$ cat config.mk
export PLATFORM = sky130hd
export DESIGN_NAME = ultrasonic_echo_ranger_flat
export DESIGN_NICKNAME = d
export VERILOG_FILES = /design/src/rtl/uer_pkg.sv /design/src/rtl/uer_stream_if.sv /design/src/rtl/ultrasonic_echo_ranger.sv /design/src/flat_wrapper.sv
export SDC_FILE = /design/constraint.sdc
export NUM_CORES = 1
export LEC_CHECK = 0
export BUFFER_PORTS_ARGS = -buffer_cell sky130_fd_sc_hd__buf_4
export CAP_MARGIN = 5
export CORE_AREA = 3 3 126 128
export DETAILED_ROUTE_END_ITERATION = 12
export DIE_AREA = 0 0 129 131
export PLACE_DENSITY_LB_ADDON = 0.25
export SLEW_MARGIN = 20
export SYNTH_ARGS = -nofsm -noshare
export SYNTH_HDL_FRONTEND = slang
export SYNTH_SLANG_ARGS = --single-unit
$ cat constraint.sdc
create_clock -name i_clk -period 10.2 [get_ports i_clk]
set_input_delay 1.02 -clock i_clk [delete_from_list [all_inputs] [get_ports i_clk]]
set_output_delay 1.02 -clock i_clk [all_outputs]
set_load 0.03 [all_outputs]
$ cat src/rtl/uer_pkg.sv
package uer_pkg;

    localparam int COUNT_WIDTH_DEF = 16;

    localparam int APB_AW = 4;
    localparam int APB_DW = 32;

    localparam logic [1:0] REG_PERIOD = 2'd0;
    localparam logic [1:0] REG_WIDTH  = 2'd1;
    localparam logic [1:0] REG_MAX    = 2'd2;

    localparam logic [15:0] PERIOD_RST = 16'd27648;
    localparam logic [7:0]  WIDTH_RST  = 8'd18;
    localparam logic [7:0]  MAX_RST    = 8'd50;

    localparam logic [9:0] DIST_STEP = 10'd17;
    localparam logic [9:0] DIST_DEN  = 10'd1000;
    localparam logic [7:0] DIST_SAT  = 8'd255;

    typedef struct packed {
        logic echo_level;
    } t_echo_in;

    typedef struct packed {
        logic       trigger_out;
        logic       measure_done;
        logic [7:0] distance_cm;
        logic       out_of_range;
        logic [3:0] digit_hundreds;
        logic [3:0] digit_tens;
        logic [3:0] digit_ones;
        logic       display_blank;
    } t_range_out;

endpackage

$ cat src/rtl/uer_stream_if.sv
interface uer_stream_if #(
    parameter type t_word = logic
) ();
    logic  valid;
    logic  ready;
    t_word data;

    modport source (output valid, output data, input ready);
    modport sink   (input valid, input data, output ready);
endinterface

$ cat src/rtl/ultrasonic_echo_ranger.sv
// Ultrasonic echo ranger.
// i_echo carries one word per timer tick holding the sampled echo pin level.
// o_range returns exactly one word per accepted tick: the trigger drive level,
// a measurement strobe, the last distance in cm (saturated at 255), the
// out-of-range / blank flag and the three display digits.
// Distance is floor(echo_ticks * 17 / 1000), tracked incrementally while the
// echo is high (quotient plus remainder modulo 1000), so no divider is needed.
// The result word is registered in the cycle its tick is taken.
// Throughput: one tick per cycle while o_range is ready; the single output
// register lets a new tick in during the same cycle the held result is taken.
// Stall: while o_range holds a word that is not taken, i_echo.ready is low
// and all ranging state holds; APB register writes still take effect.
// Reset (i_rst_n low, synchronous): counters clear, the display reads blank,
// the registers return to period 27648, width 18, limit 50 cm.
// APB: period at 0x0, width at 0x4, limit at 0x8; pready is always high and
// writes complete in the access cycle.
module ultrasonic_echo_ranger #(
    parameter int COUNT_WIDTH = uer_pkg::COUNT_WIDTH_DEF
) (
    input  logic                        i_clk,
    input  logic                        i_rst_n,
    uer_stream_if.sink                  i_echo,
    uer_stream_if.source                o_range,
    input  logic                        psel,
    input  logic                        penable,
    input  logic                        pwrite,
    input  logic [uer_pkg::APB_AW-1:0]  paddr,
    input  logic [uer_pkg::APB_DW-1:0]  pwdata,
    output logic [uer_pkg::APB_DW-1:0]  prdata,
    output logic                        pready
);
    import uer_pkg::*;

    localparam int DIST_W = (COUNT_WIDTH - 5 > 1) ? COUNT_WIDTH - 5 : 1;
    localparam int CMP_W  = (DIST_W > 8) ? DIST_W : 8;

    logic [15:0] r_cfg_period;
    logic [7:0]  r_cfg_width;
    logic [7:0]  r_cfg_max;

    logic [15:0]            r_period, n_period;
    logic [7:0]             r_pulse, n_pulse;
    logic [COUNT_WIDTH-1:0] r_count, n_count;
    logic [DIST_W-1:0]      r_dist, n_dist;
    logic [9:0]             r_rem, n_rem;
    logic                   r_ovf, n_ovf;
    logic                   r_prev, n_prev;
    logic [7:0]             r_shown, n_shown;
    logic                   r_blank, n_blank;

    logic       r_out_valid;
    t_range_out r_out, n_out;

    logic        accept;
    logic        cfg_wr;
    logic        level;
    logic        trig;
    logic        done;
    logic [15:0] period_inc;
    logic [9:0]  rem_sum;
    logic [CMP_W-1:0] dist_ext;
    logic [6:0]  rem_h;
    logic [14:0] tens_prod;
    logic [3:0]  d_hund, d_tens, d_ones;

    assign pready       = 1'b1;
    assign cfg_wr       = psel & penable & pwrite;
    assign i_echo.ready = !r_out_valid || o_range.ready;
    assign accept       = i_echo.valid && i_echo.ready;
    assign level        = i_echo.data.echo_level;

    always_comb begin
        unique case (paddr[3:2])
            REG_PERIOD: prdata = {16'b0, r_cfg_period};
            REG_WIDTH:  prdata = {24'b0, r_cfg_width};
            REG_MAX:    prdata = {24'b0, r_cfg_max};
            default:    prdata = '0;
        endcase
    end

    always_ff @(posedge i_clk) begin
        if (!i_rst_n) begin
            r_cfg_period <= PERIOD_RST;
            r_cfg_width  <= WIDTH_RST;
            r_cfg_max    <= MAX_RST;
        end else if (cfg_wr) begin
            unique case (paddr[3:2])
                REG_PERIOD: r_cfg_period <= pwdata[15:0];
                REG_WIDTH:  r_cfg_width  <= pwdata[7:0];
                REG_MAX:    r_cfg_max    <= pwdata[7:0];
                default:    ;
            endcase
        end
    end

    always_comb begin
        trig    = r_pulse != 8'd0;
        n_pulse = trig ? r_pulse - 8'd1 : r_pulse;
        period_inc = r_period + 16'd1;
        if (period_inc >= r_cfg_period) begin
            n_period = '0;
            n_pulse  = r_cfg_width;
        end else begin
            n_period = period_inc;
        end

        n_count  = r_count;
        n_dist   = r_dist;
        n_rem    = r_rem;
        n_ovf    = r_ovf;
        n_shown  = r_shown;
        n_blank  = r_blank;
        done     = 1'b0;
        rem_sum  = r_rem + DIST_STEP;
        dist_ext = CMP_W'(r_dist);

        if (level) begin
            if (!r_prev) begin
                n_count = COUNT_WIDTH'(1);
                n_rem   = DIST_STEP;
                n_dist  = '0;
            end else begin
                n_count = r_count + COUNT_WIDTH'(1);
                if (n_count == '0) begin
                    n_ovf  = 1'b1;
                    n_rem  = '0;
                    n_dist = '0;
                end else if (rem_sum >= DIST_DEN) begin
                    n_rem  = rem_sum - DIST_DEN;
                    n_dist = r_dist + DIST_W'(1);
                end else begin
                    n_rem  = rem_sum;
                end
            end
        end else if (r_prev) begin
            done    = 1'b1;
            n_blank = (dist_ext > CMP_W'(r_cfg_max)) || r_ovf;
            n_shown = (dist_ext > CMP_W'(DIST_SAT)) ? DIST_SAT : dist_ext[7:0];
            n_ovf   = 1'b0;
        end
        n_prev = level;
    end

    always_comb begin
        priority if (n_shown >= 8'd200) begin
            d_hund = 4'd2;
            rem_h  = 7'(n_shown - 8'd200);
        end else if (n_shown >= 8'd100) begin
            d_hund = 4'd1;
            rem_h  = 7'(n_shown - 8'd100);
        end else begin
            d_hund = 4'd0;
            rem_h  = n_shown[6:0];
        end
        tens_prod = 15'(rem_h) * 15'd205;
        d_tens    = tens_prod[14:11];
        d_ones    = 4'(rem_h - 7'(d_tens) * 7'd10);

        n_out.trigger_out    = trig;
        n_out.measure_done   = done;
        n_out.distance_cm    = n_shown;
        n_out.out_of_range   = n_blank;
        n_out.display_blank  = n_blank;
        n_out.digit_hundreds = n_blank ? 4'd0 : d_hund;
        n_out.digit_tens     = n_blank ? 4'd0 : d_tens;
        n_out.digit_ones     = n_blank ? 4'd0 : d_ones;
    end

    always_ff @(posedge i_clk) begin
        if (!i_rst_n) begin
            r_period    <= '0;
            r_pulse     <= '0;
            r_count     <= '0;
            r_dist      <= '0;
            r_rem       <= '0;
            r_ovf       <= 1'b0;
            r_prev      <= 1'b0;
            r_shown     <= '0;
            r_blank     <= 1'b1;
            r_out_valid <= 1'b0;
        end else begin
            if (accept) begin
                r_period    <= n_period;
                r_pulse     <= n_pulse;
                r_count     <= n_count;
                r_dist      <= n_dist;
                r_rem       <= n_rem;
                r_ovf       <= n_ovf;
                r_prev      <= n_prev;
                r_shown     <= n_shown;
                r_blank     <= n_blank;
                r_out_valid <= 1'b1;
            end else if (o_range.ready) begin
                r_out_valid <= 1'b0;
            end
        end
    end

    always_ff @(posedge i_clk) begin
        if (accept) begin
            r_out <= n_out;
        end
    end

    assign o_range.valid = r_out_valid;
    assign o_range.data  = r_out;

endmodule

$ cat src/flat_wrapper.sv
// flat-port wrapper written by rule: the top's interface ports become plain ports
module ultrasonic_echo_ranger_flat import uer_pkg::*;
#(
    parameter int COUNT_WIDTH = uer_pkg::COUNT_WIDTH_DEF
)
  (i_clk, i_rst_n, psel, penable, pwrite, paddr, pwdata, prdata, pready, i_echo_valid, i_echo_data, i_echo_ready, o_range_valid, o_range_data, o_range_ready);
  uer_stream_if #(.t_word(t_echo_in)) i_echo_i ();
  uer_stream_if #(.t_word(t_range_out)) o_range_i ();
  input  logic i_clk;
  input  logic i_rst_n;
  input  logic psel;
  input  logic penable;
  input  logic pwrite;
  input  logic [uer_pkg::APB_AW-1:0] paddr;
  input  logic [uer_pkg::APB_DW-1:0] pwdata;
  output logic [uer_pkg::APB_DW-1:0] prdata;
  output logic pready;
  input wire logic [$bits(i_echo_i.valid)-1:0] i_echo_valid;
  input wire logic [$bits(i_echo_i.data)-1:0] i_echo_data;
  output wire logic [$bits(i_echo_i.ready)-1:0] i_echo_ready;
  output wire logic [$bits(o_range_i.valid)-1:0] o_range_valid;
  output wire logic [$bits(o_range_i.data)-1:0] o_range_data;
  input wire logic [$bits(o_range_i.ready)-1:0] o_range_ready;
  assign i_echo_i.valid = i_echo_valid;
  assign i_echo_i.data = i_echo_data;
  assign i_echo_ready = i_echo_i.ready;
  assign o_range_valid = o_range_i.valid;
  assign o_range_data = o_range_i.data;
  assign o_range_i.ready = o_range_ready;
  ultrasonic_echo_ranger #(.COUNT_WIDTH(COUNT_WIDTH)) u_core (.i_clk(i_clk), .i_rst_n(i_rst_n), .i_echo(i_echo_i), .o_range(o_range_i), .psel(psel), .penable(penable), .pwrite(pwrite), .paddr(paddr), .pwdata(pwdata), .prdata(prdata), .pready(pready));
endmodule
# Yosys cells after proc, flatten, opt, wreduce, memory -nomap -nowiden
# Index checks and enable logic that the tools add are counted.
dict set report word_totals {
  regBits 128
  out_inout_bits 59
  in_bits 44
  mem_bits_rw 0
  latchBits 0
  mem_bits_ro 0
  n_memories 0
}
dict set report classes {
  muxes 27
  n_lt_le_gt_ge 6
  n_reduce_logical 17
  eq_ne 4
  n_mul 2
  shifts 0
  add_sub_neg 9
  bitwise_logic 2
  div_mod_pow 0
}
# op count
set op_table {}
lappend op_table {{$pmux W16 S3} 1}
lappend op_table {{$mux W8} 5}
lappend op_table {{$mux W11} 3}
lappend op_table {{$add A16 B1 Y16 const B} 2}
lappend op_table {{$mux W16} 2}
lappend op_table {{$mux W10} 3}
lappend op_table {{$ge A16 B16 Y1} 1}
lappend op_table {{$logic_not A16 Y1} 1}
lappend op_table {{$mul A7 B8 Y15 const B} 1}
lappend op_table {{$mux W7} 2}
lappend op_table {{$sub A7 B7 Y7 const B} 2}
lappend op_table {{$add A11 B1 Y11 const B} 1}
lappend op_table {{$gt A11 B8 Y1} 1}
lappend op_table {{$gt A11 B8 Y1 const B} 1}
lappend op_table {{$add A10 B5 Y10 const B} 1}
lappend op_table {{$ge A10 B10 Y1 const B} 1}
lappend op_table {{$mux W1} 10}
lappend op_table {{$reduce_and A2 Y1} 5}
lappend op_table {{$sub A10 B10 Y10 const B} 1}
lappend op_table {{$ge A8 B7 Y1 const B} 1}
lappend op_table {{$ge A8 B8 Y1 const B} 1}
lappend op_table {{$reduce_bool A8 Y1} 1}
lappend op_table {{$sub A8 B1 Y8 const B} 1}
lappend op_table {{$reduce_and A3 Y1} 2}
lappend op_table {{other kinds (14)} 17}

# Logic depth before layout (Yosys ltp)
dict set report depth {
  word_depth 10
  mapped_depth 32
}

# Worst setup path after synthesis
# OpenSTA, ideal clock, no wires.
dict set report synth_timing {
  path_kind {in2reg}
  startpoint {input i_echo_data}
  endpoint {register u_core.r_out, in the netlist u_core.o_range.data[4], data pin}
  setup_slack_ps 3091
  required_ps 9937
  t_arrival_ps 6846
  cell_stages 28
  path_buffers 0
  cell_sequence {nand2b_2 inv_2 nand2_1 o22ai_1 ha_1 o21ai_0 a31oi_2 nand2_1 a21oi_1 xor2_1 ha_1 ha_1 fa_1 inv_1 fa_1 inv_1 ha_1 nand4_1 or2_1 or3_1 o22a_1 nand2_2 a21oi_1 xor2_1 fa_1 xor2_1 xnor2_1 mux2i_1}
}
dict set report synth_between {
  elab_chain_len 7
}
# element line
set synth_lines {}
lappend synth_lines {{start: declaration} flat_wrapper.sv:19} ;# input wire logic [$bits(i_echo_i.data)-1:0] i_echo_data;
lappend synth_lines {{$mux W8} ultrasonic_echo_ranger.sv:117} ;# if (level) begin
lappend synth_lines {{$sub A7 B7 Y7 or $ge A8 B7 Y1 (tied branches)} {ultrasonic_echo_ranger.sv:150, ultrasonic_echo_ranger.sv:148}}
lappend synth_lines {{$mux W7} ultrasonic_echo_ranger.sv:148} ;# end else if (n_shown >= 8'd100) begin
lappend synth_lines {{$mux W7} ultrasonic_echo_ranger.sv:145} ;# priority if (n_shown >= 8'd200) begin
lappend synth_lines {{$mul A7 B8 Y15} ultrasonic_echo_ranger.sv:155} ;# tens_prod = 15'(rem_h) * 15'd205;
lappend synth_lines {{$mul A4 B3 Y3} ultrasonic_echo_ranger.sv:157} ;# d_ones = 4'(rem_h - 7'(d_tens) * 7'd10);
lappend synth_lines {{$sub A4 B4 Y4} ultrasonic_echo_ranger.sv:157}
lappend synth_lines {{end signal: assignment} ultrasonic_echo_ranger.sv:201} ;# r_out <= n_out;
lappend synth_lines {{end: declaration} ultrasonic_echo_ranger.sv:52} ;# t_range_out r_out, n_out;
# Parallel ways exist; a longest one is shown, timed or not.
# A chain may end at the register's enable or synchronous reset.

# Final worst setup path
dict set report layout_timing {
  startpoint {input i_echo_data}
  endpoint {register u_core.r_out, in the netlist u_core.o_range.data[4], data pin}
}
dict set report layout_between {
  elab_chain_len 7
}
# element line
set layout_lines {}
lappend layout_lines {{$mux W8 (*)} ultrasonic_echo_ranger.sv:117}
lappend layout_lines {{$sub A7 B7 Y7 or $ge A8 B7 Y1 (tied branches)} {ultrasonic_echo_ranger.sv:150, ultrasonic_echo_ranger.sv:148}}
lappend layout_lines {{$mux W7} ultrasonic_echo_ranger.sv:148}
lappend layout_lines {{$mux W7 (*)} ultrasonic_echo_ranger.sv:145}
lappend layout_lines {{$mul A7 B8 Y15 (*)} ultrasonic_echo_ranger.sv:155}
lappend layout_lines {{net u_core.tens_prod[11]} ultrasonic_echo_ranger.sv:63} ;# logic [14:0] tens_prod;
lappend layout_lines {{$mul A4 B3 Y3 (*)} ultrasonic_echo_ranger.sv:157}
lappend layout_lines {{$sub A4 B4 Y4 (*)} ultrasonic_echo_ranger.sv:157}
# Mark *: on every way through the listed nets, which the timed path passes. The rest lies on a longest branch.

==> results.md <==
Detailed routing:
- For this block, the initial DRC count from the detailed router was about 430.
- The first detailed-routing pass ran for 5 iterations.
- The count of nets left with antenna violations once routing finished came out at 0.
- The detailed router placed slightly above 7k vias in this run.
- The post-detailed-routing wire length is 18800 um.
- In the routed layout, each cell is associated on average with a via count of 5.74.
- In the routed design, unresolved DRC markers number 0.
- The detail-routed net length per standard cell is 15.3 um.

Floorplan:
- The floorplan step defined a die boundary enclosing 16900 um^2.
- The starting density of the core is 54.2%.
- The area inside the core boundary is 15000 um^2.
- The floorplan step set the die width to 129 um.
- The count of pins on the block boundary is 103.
- The chip height is 131 um.
- The floorplan has 45 rows.

Yosys:
- The cell type with the largest total area after synthesis is dfxtp_1.
- The synthesis warning total is 0.
- The post-synthesis sequential area ratio is 33.6%.
- After synthesis, the netlist uses between 70 and 80 different library cells.
- The share of Yosys cell area claimed by the top area cell type is about a quarter.
- The synthesized design contains approximately 130 register bits.
- The async set or reset register ratio after synthesis is 0%.
- After technology mapping, the gate count stands at just under 1k.
- The mean cell area of the mapped netlist is 8.24 um^2.
- The post-synthesis cell area is approximately 8100 um^2.
- The predominant post-synthesis flop cell is dfxtp_1.
- The number of enable flip-flop cells after synthesis is 21.
- By area the synthesized netlist is led by dfxtp_1, ha_1, edfxtp_1.

Power and ir drop:
- The static leakage power is roughly 3.9 nW.
- The cell-internal power is 0.000999 W.
- VDD sags by at most 0.0914 mV.
- The proportion of power drawn by the clock network is 41.3%.
- The part of the power in combinational logic is 20.2%.
- The power share of the sequential group is 38.5%.
- Power spread over the standard cell area amounts to 156 nW/um^2.
- Net switching is a little under a third of the power.
- The net switching component of the power is 0.000441 W.
- The total design power is 0.00144 W.

CTS:
- The clock-pin slew on the worst setup and hold paths is 0.06 ns.
- The clock tree synthesis step divided the H-tree into 4 levels.
- The clock tree root buffer cell is clkbuf_16.
- The clock latency on the worst-skew pair is 0.42 ns.
- TritonCTS built the clock tree.
- The number of hold-repair buffers added at the cts stage is 0.
- The number of buffers on the longest clock path is 2.
- The tree built by TritonCTS fans out to 126 sinks.
- The post-CTS setup repair buffer count is 0.
- The number of buffers inserted during clock tree synthesis is 17.
- The number of gates given a new drive strength after cts is 0.

Timing:
- Static timing analysis puts the maximum clock frequency at 0.130 GHz.
- The number of hold violations in the final report is 0.
- The max-slew violation total from the final report is 0.
- The smallest clock period supported by the final layout is computed as 7.70 ns.
- Setup violations remaining at the end of the flow were counted as 0.
- The slew at the pin closest to its max-slew limit is 1.11 ns.
- In this run the tightest slew margin relative to its limit is 25.1%.
- The part of the cycle the worst path needs is 75.5%.
- Setup repair after global routing left no endpoint under its margin.
- For the final routed database, the setup TNS stands at 0 ns.
- The worst clock skew on the final layout is between 0.007 and 0.008 ns.

Global route:
- The global-route usage over all layers is 22.4%.
- The maximum number of pins on one net before global-route repair is 81.
- Summed over all layers, the global routing overflow is 0.
- The first global-routing pass estimated 30600 um of wire.
- The number of antenna violations at the first check in global routing is 0.
- The via count of the first global-routing pass was a little over 6k.

Setup path:
- The worst setup path is of the in -> reg kind.
- The cell type with the highest occurrence count on the critical path is ha_1.
- The largest individual stage delay along the critical path comes from the cell fa_1.
- At the worst endpoint, the arrival time is between 7 and 8 ns.
- The data required time at the worst endpoint is 10.36 ns.
- The worst setup path is launched from an input pin.
- The worst stage delay on the critical path is 0.50 ns.
- The maximum net fanout on the critical path is 15.
- STA classifies the critical path endpoint as a register.

Placement:
- The number of I/O port buffers is 65.
- The final HPWL from detailed placement is 13000 um.
- The instance area at placement is 8640 um^2.
- The congestion estimate from routability-driven global placement came to 0.842.

Cells and area:
- The multi-input combinational cell area is 4870 um^2.
- The area growth from synthesis to layout is 13.5%.
- 0 antenna diodes ended up in the layout.
- The count of filler cells inserted in the layout is approximately 1.3k.
- The share of the core filled with cells in the final layout is 61.6%.
- The final layout contains 1145 nets.
- The cell area after layout is 9220 um^2.
- The post-route netlist has a little over an eighth of its cells at a drive strength greater than 1.
- In the final layout, flip-flops and latches occupy 2730 um^2.

Run status:
- The flow ran to the end, and the final reports show no timing, DRC or antenna violations.

Hold path:
- The min-delay analysis places its worst path in the category reg -> reg.

Job:
- Across the run, the number of max-cap violations was 0.
area by class of cell:
cell class,count,share of cell area (%)
clock inverter,14,1.47
sequential,126,29.6
timing repair buffer,73,5.94
multi-input combinational,743,52.8
tap,188,2.55
inverter,66,2.69
clock buffer,18,4.88
critical path, delay by kind of cell:
family          cells  cell delay [ns]
xor+xnor            4             0.92
compound gates      6             1.68
buf+inv             6             0.58
fa+ha+maj           8             2.60
simple gates        6             0.97
mux                 1             0.10
final timing paths:
| path | endpoint | start | cells after the start | slack, ns |
|---|---|---|---|---|
| max | u_core.o_range.data[4] | i_echo_data | 31 | 2.50 |
| min | u_core.r_cfg_period[12] | u_core.r_cfg_period[12] | 2 | 0.46 |
| max reg2reg | u_core.o_range.data[4] | u_core.dist_ext[8] | 29 | 2.93 |
| min reg2reg | u_core.r_cfg_period[12] | u_core.r_cfg_period[12] | 2 | 0.46 |
cells by family after synthesis:
group	count (synthesis)	share of synthesized area, %
simple gates	363	21.9
other cells	2	0.0924
fa+ha+maj	74	12.2
compound gates	226	17.8
flops	126	33.6
buf+inv	134	7.24
xor+xnor	38	4.28
mux	23	2.83
cells in the mapped netlist (9+ instances only):
master	n
o211ai_1	11
and3_1	21
xnor2_1	18
nand3_1	41
nand4_1	13
nor4_1	9
buf_4	21
edfxtp_1	21
mux2i_1	23
xor2_1	18
a21o_1	16
nor3_1	33
a21oi_1	87
a31oi_1	10
nand2_1	120
fa_1	9
inv_1	62
ha_1	65
nor2_1	62
o21ai_0	49
clkbuf_1	39
or3_1	12
dfxtp_1	105
metrics by stage:
| stage | instances | hold slack (ns) | setup slack [ns] |
|---|---|---|---|
| 2_1_floorplan | 1003 | 0.436 | 3.09 |
| 3_3_place_gp | 1196 | 0.442 | 2.18 |
| 3_5_place_dp | 1196 | 0.447 | 2.12 |
| 4_1_cts | 1228 | 0.455 | 2.50 |
| 5_1_grt | 1228 | 0.477 | 1.78 |
| 6_report | 1228 | 0.460 | 2.50 |
sequential cells by signal, summed over array words and instances, names as in the netlist, 10 cells and up:
signal               cells
u_core.r_period         16
u_core.r_rem            10
u_core.dist_ext         11
u_core.r_cfg_period     16
u_core.o_range.data     21
u_core.r_count          16
routing by layer:
layer  up-vias  share of wire [%]  wire length [um]  GRT usage (%)
li1       3545                  -                 -              -
met1      3324                 49              9250           32.5
met2       163                 45              8420           34.1
met3        16                4.7               876           4.43
met4         0                1.2               232           5.87
met5         -                  0                 0              0
placed cells by master, fill, tap and decap left out, types with 21 or more instances in the layout:
| master | instances |
|---|---|
| edfxtp_1 | 21 |
| o21ai_0 | 49 |
| mux2i_1 | 23 |
| inv_1 | 62 |
| buf_4 | 73 |
| and3_1 | 21 |
| nor3_1 | 32 |
| nor2_1 | 62 |
| a21oi_1 | 87 |
| nand3_1 | 41 |
| nand2_1 | 120 |
| ha_1 | 65 |
| dfxtp_1 | 105 |
power by group through the flow:
stage                     Clock, W  Combinational, W  Sequential (W)
after floorplan                  0          0.000210        0.000575
after global placement           0          0.000285        0.000563
after detailed placement         0          0.000288        0.000563
after CTS                 0.000606          0.000291        0.000553
after global routing      0.000629          0.000327        0.000557
final                     0.000595          0.000291        0.000554
No activity file was read; power rests on OpenSTA's default activity.
